$ cat src/cmsp_pkg.sv
// -----------------------------------------------------------------------------
// CoAP stream parser package
// Parse phases, byte kinds, error codes and the shared state and result types.
// -----------------------------------------------------------------------------
package cmsp_pkg;

	typedef enum logic [7:0] {
		PH_HDR  = 8'b0000_0001,
		PH_TOK  = 8'b0000_0010,
		PH_HEAD = 8'b0000_0100,
		PH_DEXT = 8'b0000_1000,
		PH_LEXT = 8'b0001_0000,
		PH_VAL  = 8'b0010_0000,
		PH_PAY  = 8'b0100_0000,
		PH_IGN  = 8'b1000_0000
	} phase_t;

	localparam logic [2:0] KIND_HDR  = 3'd0;
	localparam logic [2:0] KIND_TOK  = 3'd1;
	localparam logic [2:0] KIND_OPT  = 3'd2;
	localparam logic [2:0] KIND_VAL  = 3'd3;
	localparam logic [2:0] KIND_MARK = 3'd4;
	localparam logic [2:0] KIND_PAY  = 3'd5;
	localparam logic [2:0] KIND_IGN  = 3'd6;

	localparam logic [3:0] ERR_NONE      = 4'd0;
	localparam logic [3:0] ERR_HDR_SHORT = 4'd1;
	localparam logic [3:0] ERR_VERSION   = 4'd2;
	localparam logic [3:0] ERR_CODE      = 4'd3;
	localparam logic [3:0] ERR_TOKEN     = 4'd4;
	localparam logic [3:0] ERR_OPT_SHORT = 4'd5;
	localparam logic [3:0] ERR_DELTA15   = 4'd6;
	localparam logic [3:0] ERR_LEN15     = 4'd7;
	localparam logic [3:0] ERR_OPT_BIG   = 4'd8;

	// held header error
	localparam logic [1:0] PEND_NONE    = 2'd0;
	localparam logic [1:0] PEND_VERSION = 2'd1;
	localparam logic [1:0] PEND_CODE    = 2'd2;

	localparam logic [7:0]  COAP_VERSION_BYTE = 8'h40;
	localparam logic [7:0]  PAYLOAD_MARKER    = 8'hFF;
	localparam logic [3:0]  MAX_TOKEN_LEN     = 4'd8;
	localparam logic [3:0]  NIB_EXT1          = 4'd13;
	localparam logic [3:0]  NIB_RESERVED      = 4'd15;
	localparam logic [3:0]  NIB_EXT_BASE      = 4'd12;
	localparam logic [15:0] EXT1_OFFSET       = 16'd13;
	localparam logic [15:0] EXT2_OFFSET       = 16'd269;
	localparam logic [7:0]  MAX_OPTIONS_RST   = 8'd16;

	typedef struct packed {
		phase_t      phase;
		logic [3:0]  bcnt;
		logic [1:0]  hdr_type;
		logic [3:0]  hdr_tkl;
		logic [7:0]  hdr_code;
		logic [15:0] hdr_mid;
		logic [1:0]  pend;
		logic [15:0] opt_num;
		logic [3:0]  dnib;
		logic [3:0]  lnib;
		logic [15:0] ext;
		logic [15:0] cur_len;
		logic [15:0] val_rem;
		logic [7:0]  opts;
		logic [3:0]  err;
	} state_t;

	localparam state_t STATE_RST = '{
		phase:    PH_HDR,
		bcnt:     4'd0,
		hdr_type: 2'd0,
		hdr_tkl:  4'd0,
		hdr_code: 8'd0,
		hdr_mid:  16'd0,
		pend:     PEND_NONE,
		opt_num:  16'd0,
		dnib:     4'd0,
		lnib:     4'd0,
		ext:      16'd0,
		cur_len:  16'd0,
		val_rem:  16'd0,
		opts:     8'd0,
		err:      ERR_NONE
	};

	typedef struct packed {
		logic [2:0]  byte_kind;
		logic [7:0]  data_out;
		logic [15:0] option_number;
		logic [15:0] option_length;
		logic [7:0]  option_index;
		logic        value_start;
		logic [3:0]  error_code;
		logic        message_end;
		logic [1:0]  msg_type;
		logic [3:0]  token_length;
		logic [7:0]  msg_code;
		logic [15:0] message_id;
	} result_t;

	// handshake between pipeline stages
	typedef struct packed {
		logic valid;
		logic ready;
	} hs_t;

endpackage

$ cat src/cmsp_in_stage.sv
// -----------------------------------------------------------------------------
// CoAP stream parser input stage
// Registers one input byte and its last flag; frees when the parse step takes it.
// -----------------------------------------------------------------------------
module cmsp_in_stage (
	input  logic            clk,
	input  logic            arst_n,
	input  logic            s_tvalid,
	output logic            s_tready,
	input  logic [7:0]      s_tdata,
	input  logic            s_tlast,
	input  logic            take,
	output cmsp_pkg::hs_t   hs,
	output logic [7:0]      byte_s1,
	output logic            last_s1
);

	logic valid_s1;

	assign s_tready = !valid_s1 || take;
	assign hs.valid = valid_s1;
	assign hs.ready = s_tready;

	always_ff @(posedge clk or negedge arst_n) begin
		if (!arst_n) begin
			valid_s1 <= 1'b0;
		end else if (s_tready) begin
			valid_s1 <= s_tvalid;
		end
	end

	always_ff @(posedge clk) begin
		if (s_tvalid && s_tready) begin
			byte_s1 <= s_tdata;
			last_s1 <= s_tlast;
		end
	end

endmodule

$ cat src/cmsp_parser.sv
// -----------------------------------------------------------------------------
// CoAP stream parser step
// Parse state, max_options register and the one-byte next-state / result logic.
// -----------------------------------------------------------------------------
module cmsp_parser (
	input  logic               clk,
	input  logic               arst_n,
	input  logic               cfg_we,
	input  logic [7:0]         cfg_wdata,
	input  logic               step,
	input  logic [7:0]         byte_s1,
	input  logic               last_s1,
	output cmsp_pkg::result_t  res
);

	cmsp_pkg::state_t st_q;
	cmsp_pkg::state_t st_d;
	cmsp_pkg::state_t st_n;
	logic [7:0]  max_opts_q;
	logic [2:0]  kind;
	logic        vs;
	logic        do_lpart;
	logic        do_lknown;
	logic [15:0] ext_new;

	function automatic cmsp_pkg::state_t raise_err(input cmsp_pkg::state_t s,
			input logic [3:0] code);
		cmsp_pkg::state_t r;
		r = s;
		if (r.err == cmsp_pkg::ERR_NONE) begin
			r.err = code;
		end
		r.phase = cmsp_pkg::PH_IGN;
		return r;
	endfunction

	assign ext_new = {st_q.ext[7:0], byte_s1};

	always_comb begin
		st_d      = st_q;
		kind      = cmsp_pkg::KIND_IGN;
		vs        = 1'b0;
		do_lpart  = 1'b0;
		do_lknown = 1'b0;
		case (st_q.phase)
			cmsp_pkg::PH_HDR: begin
				kind = cmsp_pkg::KIND_HDR;
				case (st_q.bcnt)
					4'd0: begin
						st_d.hdr_type = byte_s1[5:4];
						st_d.hdr_tkl  = byte_s1[3:0];
						if (byte_s1[7:6] != cmsp_pkg::COAP_VERSION_BYTE[7:6]) begin
							st_d.pend = cmsp_pkg::PEND_VERSION;
						end
					end
					4'd1: begin
						st_d.hdr_code = byte_s1;
						if (st_q.pend == cmsp_pkg::PEND_NONE && byte_s1[7]) begin
							st_d.pend = cmsp_pkg::PEND_CODE;
						end
					end
					4'd2: st_d.hdr_mid[15:8] = byte_s1;
					default: st_d.hdr_mid[7:0] = byte_s1;
				endcase
				if (st_q.bcnt < 4'd3) begin
					st_d.bcnt = st_q.bcnt + 4'd1;
					if (last_s1) begin
						st_d = raise_err(st_d, cmsp_pkg::ERR_HDR_SHORT);
					end
				end else if (st_d.pend != cmsp_pkg::PEND_NONE) begin
					st_d = raise_err(st_d, (st_d.pend == cmsp_pkg::PEND_VERSION) ?
						cmsp_pkg::ERR_VERSION : cmsp_pkg::ERR_CODE);
				end else if (st_d.hdr_tkl > cmsp_pkg::MAX_TOKEN_LEN) begin
					st_d = raise_err(st_d, cmsp_pkg::ERR_TOKEN);
				end else if (st_d.hdr_tkl == 4'd0) begin
					st_d.phase = cmsp_pkg::PH_HEAD;
				end else begin
					st_d.phase = cmsp_pkg::PH_TOK;
					st_d.bcnt  = st_d.hdr_tkl;
					if (last_s1) begin
						st_d = raise_err(st_d, cmsp_pkg::ERR_TOKEN);
					end
				end
			end
			cmsp_pkg::PH_TOK: begin
				kind = cmsp_pkg::KIND_TOK;
				if (st_q.bcnt <= 4'd1) begin
					st_d.bcnt  = 4'd0;
					st_d.phase = cmsp_pkg::PH_HEAD;
				end else begin
					st_d.bcnt = st_q.bcnt - 4'd1;
					if (last_s1) begin
						st_d = raise_err(st_d, cmsp_pkg::ERR_TOKEN);
					end
				end
			end
			cmsp_pkg::PH_HEAD: begin
				if (byte_s1 == cmsp_pkg::PAYLOAD_MARKER) begin
					kind       = cmsp_pkg::KIND_MARK;
					st_d.phase = cmsp_pkg::PH_PAY;
				end else if (st_q.opts >= max_opts_q) begin
					kind       = cmsp_pkg::KIND_IGN;
					st_d.phase = cmsp_pkg::PH_IGN;
				end else begin
					kind         = cmsp_pkg::KIND_OPT;
					st_d.dnib    = byte_s1[7:4];
					st_d.lnib    = byte_s1[3:0];
					st_d.cur_len = 16'd0;
					if (byte_s1[7:4] == cmsp_pkg::NIB_RESERVED) begin
						st_d = raise_err(st_d, cmsp_pkg::ERR_DELTA15);
					end else if (byte_s1[7:4] >= cmsp_pkg::NIB_EXT1) begin
						st_d.bcnt  = byte_s1[7:4] - cmsp_pkg::NIB_EXT_BASE;
						st_d.ext   = 16'd0;
						st_d.phase = cmsp_pkg::PH_DEXT;
						if (last_s1) begin
							st_d = raise_err(st_d, cmsp_pkg::ERR_OPT_SHORT);
						end
					end else begin
						st_d.opt_num = st_q.opt_num + {12'd0, byte_s1[7:4]};
						do_lpart     = 1'b1;
					end
				end
			end
			cmsp_pkg::PH_DEXT: begin
				kind     = cmsp_pkg::KIND_OPT;
				st_d.ext = ext_new;
				if (st_q.bcnt <= 4'd1) begin
					st_d.bcnt    = 4'd0;
					st_d.opt_num = st_q.opt_num + ext_new +
						((st_q.dnib == cmsp_pkg::NIB_EXT1) ?
						cmsp_pkg::EXT1_OFFSET : cmsp_pkg::EXT2_OFFSET);
					do_lpart     = 1'b1;
				end else begin
					st_d.bcnt = st_q.bcnt - 4'd1;
					if (last_s1) begin
						st_d = raise_err(st_d, cmsp_pkg::ERR_OPT_SHORT);
					end
				end
			end
			cmsp_pkg::PH_LEXT: begin
				kind     = cmsp_pkg::KIND_OPT;
				st_d.ext = ext_new;
				if (st_q.bcnt <= 4'd1) begin
					st_d.bcnt    = 4'd0;
					st_d.cur_len = ext_new + ((st_q.lnib == cmsp_pkg::NIB_EXT1) ?
						cmsp_pkg::EXT1_OFFSET : cmsp_pkg::EXT2_OFFSET);
					do_lknown    = 1'b1;
				end else begin
					st_d.bcnt = st_q.bcnt - 4'd1;
					if (last_s1) begin
						st_d = raise_err(st_d, cmsp_pkg::ERR_OPT_SHORT);
					end
				end
			end
			cmsp_pkg::PH_VAL: begin
				kind = cmsp_pkg::KIND_VAL;
				vs   = (st_q.val_rem == st_q.cur_len);
				if (st_q.val_rem <= 16'd1) begin
					st_d.val_rem = 16'd0;
					st_d.opts    = st_q.opts + 8'd1;
					st_d.phase   = cmsp_pkg::PH_HEAD;
				end else begin
					st_d.val_rem = st_q.val_rem - 16'd1;
					if (last_s1) begin
						st_d = raise_err(st_d, cmsp_pkg::ERR_OPT_BIG);
					end
				end
			end
			cmsp_pkg::PH_PAY: kind = cmsp_pkg::KIND_PAY;
			default: kind = cmsp_pkg::KIND_IGN;
		endcase

		// length nibble, after the delta is complete
		if (do_lpart) begin
			if (st_d.lnib == cmsp_pkg::NIB_RESERVED) begin
				st_d = raise_err(st_d, cmsp_pkg::ERR_LEN15);
			end else if (st_d.lnib >= cmsp_pkg::NIB_EXT1) begin
				st_d.bcnt  = st_d.lnib - cmsp_pkg::NIB_EXT_BASE;
				st_d.ext   = 16'd0;
				st_d.phase = cmsp_pkg::PH_LEXT;
				if (last_s1) begin
					st_d = raise_err(st_d, cmsp_pkg::ERR_OPT_SHORT);
				end
			end else begin
				st_d.cur_len = {12'd0, st_d.lnib};
				do_lknown    = 1'b1;
			end
		end

		if (do_lknown) begin
			if (st_d.cur_len == 16'd0) begin
				vs         = 1'b1;
				st_d.opts  = st_d.opts + 8'd1;
				st_d.phase = cmsp_pkg::PH_HEAD;
			end else begin
				st_d.val_rem = st_d.cur_len;
				st_d.phase   = cmsp_pkg::PH_VAL;
				if (last_s1) begin
					st_d = raise_err(st_d, cmsp_pkg::ERR_OPT_BIG);
				end
			end
		end

		st_n = last_s1 ? cmsp_pkg::STATE_RST : st_d;
	end

	always_comb begin
		res.byte_kind     = kind;
		res.data_out      = byte_s1;
		res.option_number = st_d.opt_num;
		res.option_length = st_d.cur_len;
		res.option_index  = st_q.opts;
		res.value_start   = vs;
		res.error_code    = st_d.err;
		res.message_end   = last_s1;
		res.msg_type      = st_d.hdr_type;
		res.token_length  = st_d.hdr_tkl;
		res.msg_code      = st_d.hdr_code;
		res.message_id    = st_d.hdr_mid;
	end

	always_ff @(posedge clk or negedge arst_n) begin
		if (!arst_n) begin
			st_q <= cmsp_pkg::STATE_RST;
		end else if (step) begin
			st_q <= st_n;
		end
	end

	always_ff @(posedge clk or negedge arst_n) begin
		if (!arst_n) begin
			max_opts_q <= cmsp_pkg::MAX_OPTIONS_RST;
		end else if (cfg_we) begin
			max_opts_q <= cfg_wdata;
		end
	end

endmodule

$ cat src/cmsp_out_stage.sv
// -----------------------------------------------------------------------------
// CoAP stream parser result stage
// Holds one result until the downstream side takes it.
// -----------------------------------------------------------------------------
module cmsp_out_stage (
	input  logic               clk,
	input  logic               arst_n,
	input  logic               load,
	input  cmsp_pkg::result_t  res,
	input  logic               m_tready,
	output cmsp_pkg::hs_t      hs,
	output cmsp_pkg::result_t  res_q
);

	logic valid_q;

	// can take a new result when empty or being drained this cycle
	assign hs.ready = !valid_q || m_tready;
	assign hs.valid = valid_q;

	always_ff @(posedge clk or negedge arst_n) begin
		if (!arst_n) begin
			valid_q <= 1'b0;
		end else if (hs.ready) begin
			valid_q <= load;
		end
	end

	always_ff @(posedge clk) begin
		if (load && hs.ready) begin
			res_q <= res;
		end
	end

endmodule

$ cat src/coap_message_stream_parser_top.sv
// -----------------------------------------------------------------------------
// CoAP message stream parser
// Path: each accepted byte is registered in the input stage, parsed by one pass of logic, then registered.
// Throughput: one byte per cycle while the downstream side keeps m_tready high.
// Reset (arst_n low, asynchronous): both stages empty, parse state at header byte 0,
// max_options back to 16.
// -----------------------------------------------------------------------------
module coap_message_stream_parser_top (
	input  logic        clk,
	input  logic        arst_n,
	input  logic        cfg_we,
	input  logic [7:0]  cfg_wdata,
	input  logic        s_tvalid,
	output logic        s_tready,
	input  logic [7:0]  s_tdata,   // data_in
	input  logic        s_tlast,
	output logic        m_tvalid,
	input  logic        m_tready,
	// data_out[7:0], option_number[23:8], option_length[39:24], option_index[47:40],
	// value_start[48], error_code[52:49], msg_type[54:53], token_length[58:55],
	// msg_code[66:59], message_id[82:67], zero fill[87:83]
	output logic [87:0] m_tdata,
	output logic [2:0]  m_tuser,   // byte_kind
	output logic        m_tlast    // message_end
);

	cmsp_pkg::hs_t     in_hs;
	cmsp_pkg::hs_t     out_hs;
	cmsp_pkg::result_t res;
	cmsp_pkg::result_t res_q;
	logic [7:0]        byte_s1;
	logic              last_s1;
	logic              step;

	assign step = in_hs.valid && out_hs.ready;

	cmsp_in_stage u_in (
		.clk      (clk),
		.arst_n   (arst_n),
		.s_tvalid (s_tvalid),
		.s_tready (s_tready),
		.s_tdata  (s_tdata),
		.s_tlast  (s_tlast),
		.take     (step),
		.hs       (in_hs),
		.byte_s1  (byte_s1),
		.last_s1  (last_s1)
	);

	cmsp_parser u_parser (
		.clk       (clk),
		.arst_n    (arst_n),
		.cfg_we    (cfg_we),
		.cfg_wdata (cfg_wdata),
		.step      (step),
		.byte_s1   (byte_s1),
		.last_s1   (last_s1),
		.res       (res)
	);

	cmsp_out_stage u_out (
		.clk      (clk),
		.arst_n   (arst_n),
		.load     (step),
		.res      (res),
		.m_tready (m_tready),
		.hs       (out_hs),
		.res_q    (res_q)
	);

	assign m_tvalid = out_hs.valid;
	assign m_tuser  = res_q.byte_kind;
	assign m_tlast  = res_q.message_end;
	assign m_tdata  = {5'd0, res_q.message_id, res_q.msg_code, res_q.token_length,
		res_q.msg_type, res_q.error_code, res_q.value_start, res_q.option_index,
		res_q.option_length, res_q.option_number, res_q.data_out};

`ifndef SYNTHESIS
	// value start only on option and option-value bytes
	a_vs_kind: assert property (@(posedge clk) disable iff (!arst_n)
		(m_tvalid && m_tdata[48]) |->
		(m_tuser == cmsp_pkg::KIND_OPT || m_tuser == cmsp_pkg::KIND_VAL))
		else $error("value_start outside option bytes");

	// payload is only reached on an error-free message
	a_pay_ok: assert property (@(posedge clk) disable iff (!arst_n)
		(m_tvalid && m_tuser == cmsp_pkg::KIND_PAY) |-> (m_tdata[52:49] == cmsp_pkg::ERR_NONE))
		else $error("payload byte with latched error");

	// header and token bytes come before any option
	a_hdr_noopt: assert property (@(posedge clk) disable iff (!arst_n)
		(m_tvalid && (m_tuser == cmsp_pkg::KIND_HDR || m_tuser == cmsp_pkg::KIND_TOK)) |->
		(m_tdata[23:8] == 16'd0 && m_tdata[47:40] == 8'd0))
		else $error("option state set during header or token");

	// a step always lands in the result register next cycle
	a_step_out: assert property (@(posedge clk) disable iff (!arst_n)
		step |=> m_tvalid)
		else $error("parsed byte lost");
`endif

endmodule
$ cat config.mk
export PLATFORM = sky130hd
export DESIGN_NAME = coap_message_stream_parser_top
export DESIGN_NICKNAME = d
export VERILOG_FILES = /design/src/cmsp_pkg.sv /design/src/cmsp_in_stage.sv /design/src/cmsp_parser.sv /design/src/cmsp_out_stage.sv /design/src/coap_message_stream_parser_top.sv
export SDC_FILE = /design/constraint.sdc
export NUM_CORES = 1
export LEC_CHECK = 0
export BUFFER_PORTS_ARGS = -buffer_cell sky130_fd_sc_hd__buf_2
export CAP_MARGIN = 40
export CORE_MARGIN = 4
export CORE_UTILIZATION = 45
export DETAILED_ROUTE_END_ITERATION = 10
export GPL_TIMING_DRIVEN = 0
export HOLD_SLACK_MARGIN = 0.1
export PLACE_DENSITY = 0.73
export SETUP_SLACK_MARGIN = 0.05
export SYNTH_ARGS = -nofsm -noshare
export SYNTH_HDL_FRONTEND = slang
export SYNTH_SLANG_ARGS = --single-unit
$ cat constraint.sdc
create_clock -name clk -period 9.3 [get_ports clk]
set_clock_uncertainty 0.15 [all_clocks]
set_input_delay 1.395 -clock clk [delete_from_list [all_inputs] [get_ports clk]]
set_output_delay 1.395 -clock clk [all_outputs]
set_load 0.01 [all_outputs]
# Word level (Yosys, flattened, before mapping)
# Cells that the tools add are included.
op_classes:
  n_reduce_logical: 18
  n_mux: 84
  n_eq_ne: 17
  order_cmp: 7
  add_sub_neg: 11
ops:
  columns: ["operator", "count"]
  rows:
  - ["two-way mux 128 bit", 16]
  - ["case mux 128 bit (6 select lines)", 1]
  - ["two-way mux 120 bit", 3]
  - ["two-way mux 68 bit", 2]
  - ["two-way mux 116 bit", 1]
  - ["two-way mux 108 bit", 1]
  - ["two-way mux 92 bit", 1]
  - ["two-way mux 84 bit", 1]
  - ["two-way mux 8 bit", 10]
  - ["two-way mux 72 bit", 1]
  - ["two-way mux 16 bit", 4]
  - ["two-way mux 28 bit", 2]
  - ["adder 16 bit", 3]
  - ["two-way mux 4 bit", 12]
  - ["two-way mux 44 bit", 1]
  - ["two-way mux 32 bit", 1]
  - ["two-way mux 24 bit", 1]
  - ["logical NOT 4 bit", 5]
  - ["two-way mux 9 bit", 2]
  - ["case mux 3 bit (6 select lines)", 1]
  - ["adder 16 x 4 -> 16 bit", 1]
  - ["adder 8 x 1 -> 8 bit (second input constant)", 2]
  - ["== test 16 bit", 1]
  - ["== test 4 bit (second input constant)", 4]
  - ["other kinds (37)", 60]
word_totals:
  ff_bits: 234
  wordCells: 169
  in_bits: 22
  out_inout_bits: 94

# Depth between registers and ports, before layout
logic_depth:
  word_depth: 23
  ltp_mapped: 20

# Hierarchy
# Synthesis repeated with hierarchy kept, for this count alone.
unflattened:
  cells_unflattened: 1385
  hier_area_um2: 13510.5
by_module_without_submodules:
  columns: ["mod", "area_each_um2", "cells_per_inst", "seq_area_each_um2", "instances"]
  rows:
  - ["cmsp_parser", 10450.0, 1271, 3205.6, 1]
  - ["cmsp_out_stage", 2673.8, 92, 2637.5, 1]
  - ["cmsp_in_stage", 339.1, 15, 295.3, 1]
  - ["coap_message_stream_parser_top", 47.5, 7, 0.0, 1]

# Worst setup path before layout
# OpenSTA, ideal clock, no wires.
synth_timing:
  kind: "input to register"
  from: "input m_tready"
  to: "register u_parser.st_q[3] (netlist name)"
  n_path_buf: 2
  t_arrival_ps: 4839
  slack_ps: 4032
  setup_ps: 279
  cell_stages: 6
  path_cell_list: "nand2b_1 -> nand2_1 -> inv_1 -> clkbuf_1 -> clkbuf_1 -> a21boi_0"
synth_between:
  elab_chain_cells: 2
synth_rtl:
  columns: ["item", "line_no", "text"]
  rows:
  - ["start, declared", "coap_message_stream_parser_top.sv:18", "input logic m_tready,"]
  - ["logical OR 1 bit", "cmsp_out_stage.sv:18", "assign hs.ready = !valid_q || m_tready;"]
  - ["logical AND 1 bit", "coap_message_stream_parser_top.sv:35", "assign step = in_hs.valid && out_hs.ready;"]
  - ["named net step", "coap_message_stream_parser_top.sv:33", "logic step;"]
  - ["end signal, assigned", "cmsp_parser.sv:224", "st_q <= cmsp_pkg::STATE_RST;"]
  - ["end signal, assigned", "cmsp_parser.sv:226", "st_q <= st_n;"]
  - ["end, declared", "cmsp_parser.sv:16", "cmsp_pkg::state_t st_q;"]
# The timed path passes the listed nets, and every way through them passes these cells.
# A chain may end at the register's enable or synchronous reset.

==> flow_summary.ini <==
[clocking]
cts_resized = 0
clkTransAtPathRegs_ps = 60
cts-buffers-inserted = 26
clock_path_buffers = 3
cts_hold_buf = 0
cts_tree = built
post_cts_buffers = 0
clk-insertion-delay-late_ps = 550
cts_root_buffer = clkbuf_16
clock_sinks = 226
h-tree-depth = 1

[final_layout]
instances_no_fill = 1918
area_growth_pct = 16.1
drive_above_1_share = 0.140
nets = 1592
n_antenna_cell = 0

[drt]
drt_wl_total_um = 43400
routed_via_density = 6.17
wl_per_cell_um = 22.6
ant_nets = 0
drc = 0
drt_iter0_drc = 1486
first_pass_iters = 6
vias = 11800

[worst_setup_path]
reg2reg_depth = 19
cp_max_fo = 10
rrSetupSlack_ps = 3170
r2r_end = u_out.res_q[57]
cp-start-kind = register
cp-endpoint = u_out.res_q[57]
cp-startpoint = u_parser.res[36]
arrival_ps = 6250
crit_type = reg2reg
end_kind = register
required_ps = 9410
r2r-start = u_parser.res[36]

[yosys]
synth_area_um2 = 13300
synth_flop_cell = dfrtp_1
synth_edf_count = 96
synthDistinctLibCells = 78
ys_warn_count = 0
syn_avg_cell_area_um2 = 9.72
ys_seq_elements = 226
async_flop_share = 0.575
yosysSeqAreaShare = 0.463
syn_inst = 1364

[hold_path]
hp-class = reg2reg

[place]
hpwl_um = 31400
place.gp.congestion = 0.985
io_buffers = 110
dpl.cell_count = 1870

[grt]
grt-ovfl-total = 0
grt_first_pass_wirelength_um = 67600
grt_pass1_vias = 11600
antenna_found_initial = 0
grt_max_degree = 71
grt.total_usage = 0.261

[timing]
max-slew-margin-rel = 0.383
min_period_ps = 6130
hold_viol = 0
whs_ps = 340
setup-tns-final_ps = 0
drv_slew = 0
rsz0062_at_grt = no
max_freq_mhz = 163
finalSetupViolCount = 0
tightest_slew_ps = 923
post-route-period-util = 0.660

[job]
maxCapViolCount = 0

[power_and_ir_drop]
power.density_nw_per_um2 = 203
power_leakage_nw = 6.74
max-vdd-ir-drop_v = 0.000170

[outcome]
status = finished, final reports clean

[die]
die_x_um = 180
start_util = 0.459
die_h_um = 180
row_count = 62
die_area_um2 = 32300
ios = 116
core_area_um2 = 28900
==> layer usage <==
layer  GRT usage  share of wire  vias up
li1            -              -     5398
met1       0.367           0.43     5701
met2       0.408           0.44      620
met3      0.0432          0.087      113
met4      0.0994          0.045        0
met5           0              0        -
==> area by class of cell <==
cell class	count	area, um^2
clock inverter	13	249
tap	384	480
fill	2668	13500
buffer	90	363
timing repair buffer	118	656
sequential	226	6140
inverter	45	169
multi-input combinational	1007	6610
clock buffer	35	736
==> registers in the layout, indices dropped and copies added, names as in the netlist <==
| name | cells |
|---|---|
| u_in.byte_s1 | 8 |
| u_in.last_s1 | 1 |
| u_in.valid_s1 | 1 |
| u_out.res_q | 87 |
| u_out.valid_q | 1 |
| u_parser.ext_new | 8 |
| u_parser.max_opts_q | 8 |
| u_parser.res | 8 |
| u_parser.st_q | 104 |
==> Yosys cell counts, types with 8 or more instances <==
cell,count,area share
a211oi_1,9,0.0051
a21o_1,16,0.0091
a21oi_1,65,0.025
a221o_1,8,0.0060
a22o_1,63,0.042
a31oi_1,18,0.0085
and2_1,10,0.0047
and3_1,16,0.0076
clkbuf_1,80,0.023
dfrtp_1,128,0.24
edfxtp_1,96,0.22
ha_1,53,0.050
inv_1,45,0.013
mux2_2,32,0.027
mux2i_1,12,0.0091
nand2_1,123,0.035
nand2b_1,14,0.0066
nand3_1,33,0.012
nand4_1,16,0.0076
nor2_1,105,0.030
nor2b_1,13,0.0061
nor3_1,43,0.016
nor4_1,25,0.012
o211ai_1,10,0.0057
o21ai_0,120,0.045
o31ai_1,10,0.0057
or3_1,17,0.0080
xnor2_1,18,0.012
xor2_1,32,0.021
==> how the worst min path moves through the flow <==
stage                      from         endpoint  slack [ps]  depth (start not counted)
5_1_grt        u_parser.res[38]  u_out.res_q[38]         360                          0
4_1_cts           u_in.valid_s1    u_out.valid_q         340                          1
3_5_place_dp   u_parser.res[38]  u_out.res_q[38]         330                          0
3_3_place_gp      u_in.valid_s1    u_out.valid_q         320                          1
6_report          u_in.valid_s1    u_out.valid_q         340                          1
2_1_floorplan  u_parser.res[38]  u_out.res_q[38]         300                          0
==> placed cells by master, fill, tap and decap left out, drive strengths merged, types with 33 or more instances in the layout <==
master,n
nand3,33
ha,53
clkbuf,115
nor2,105
buf,128
a22o,63
o21ai,124
dfrtp,128
inv,46
a21oi,65
nand2,123
nor3,43
edfxtp,96
==> worst max-delay path: stages, from the launching register on <==
cell and delay (ps):
dfrtp_1 430, inv_1 120, ha_1 290, nor2b_1 40, o21ai_0 690, a21oi_1 290, clkbuf_1 470, nand2_1 200
clkbuf_1 390, nor2_1 70, a21oi_1 220, inv_1 120, ha_1 240, o21ai_0 100, a21oi_1 90, nor3_1 410
clkbuf_1 490, clkbuf_1 440, buf_1 490, nor2_1 130
==> metrics by stage <==
stage	utilization	area (um^2)	setup slack, ps	power (mW)
final	0.534	15400	3170	3.13
after global routing	0.534	15400	2860	3.27
after CTS	0.534	15400	3400	3.13
after detailed placement	0.499	14400	3420	1.95
after global placement	0.496	14300	1740	1.95
after floorplan	-	13300	4030	1.70
==> report_power, final <==
group / switching (mW) / total [mW] / internal [mW] / leakage (nW)
Sequential: 0.0631 / 1.24 / 1.17 / 2.73
Clock: 0.426 / 1.17 / 0.749 / 0.477
Combinational: 0.459 / 0.714 / 0.255 / 3.53
==> logic make-up (layout without fill, tap and decap cells) <==
family / after synthesis / in the layout / synth area share
XOR/XNOR: 50 / 50 / 0.0330
buffers and inverters: 135 / 301 / 0.0398
AND/OR/NAND/NOR: 445 / 445 / 0.164
AO/OA/AOI/OAI: 407 / 407 / 0.209
adder cells (fa/ha/maj): 56 / 56 / 0.0545
other: 1 / 5 / 0.000283
multiplexers: 44 / 44 / 0.0362
flip-flops: 226 / 226 / 0.463
Note: power is estimated with default switching activity, not from simulation.
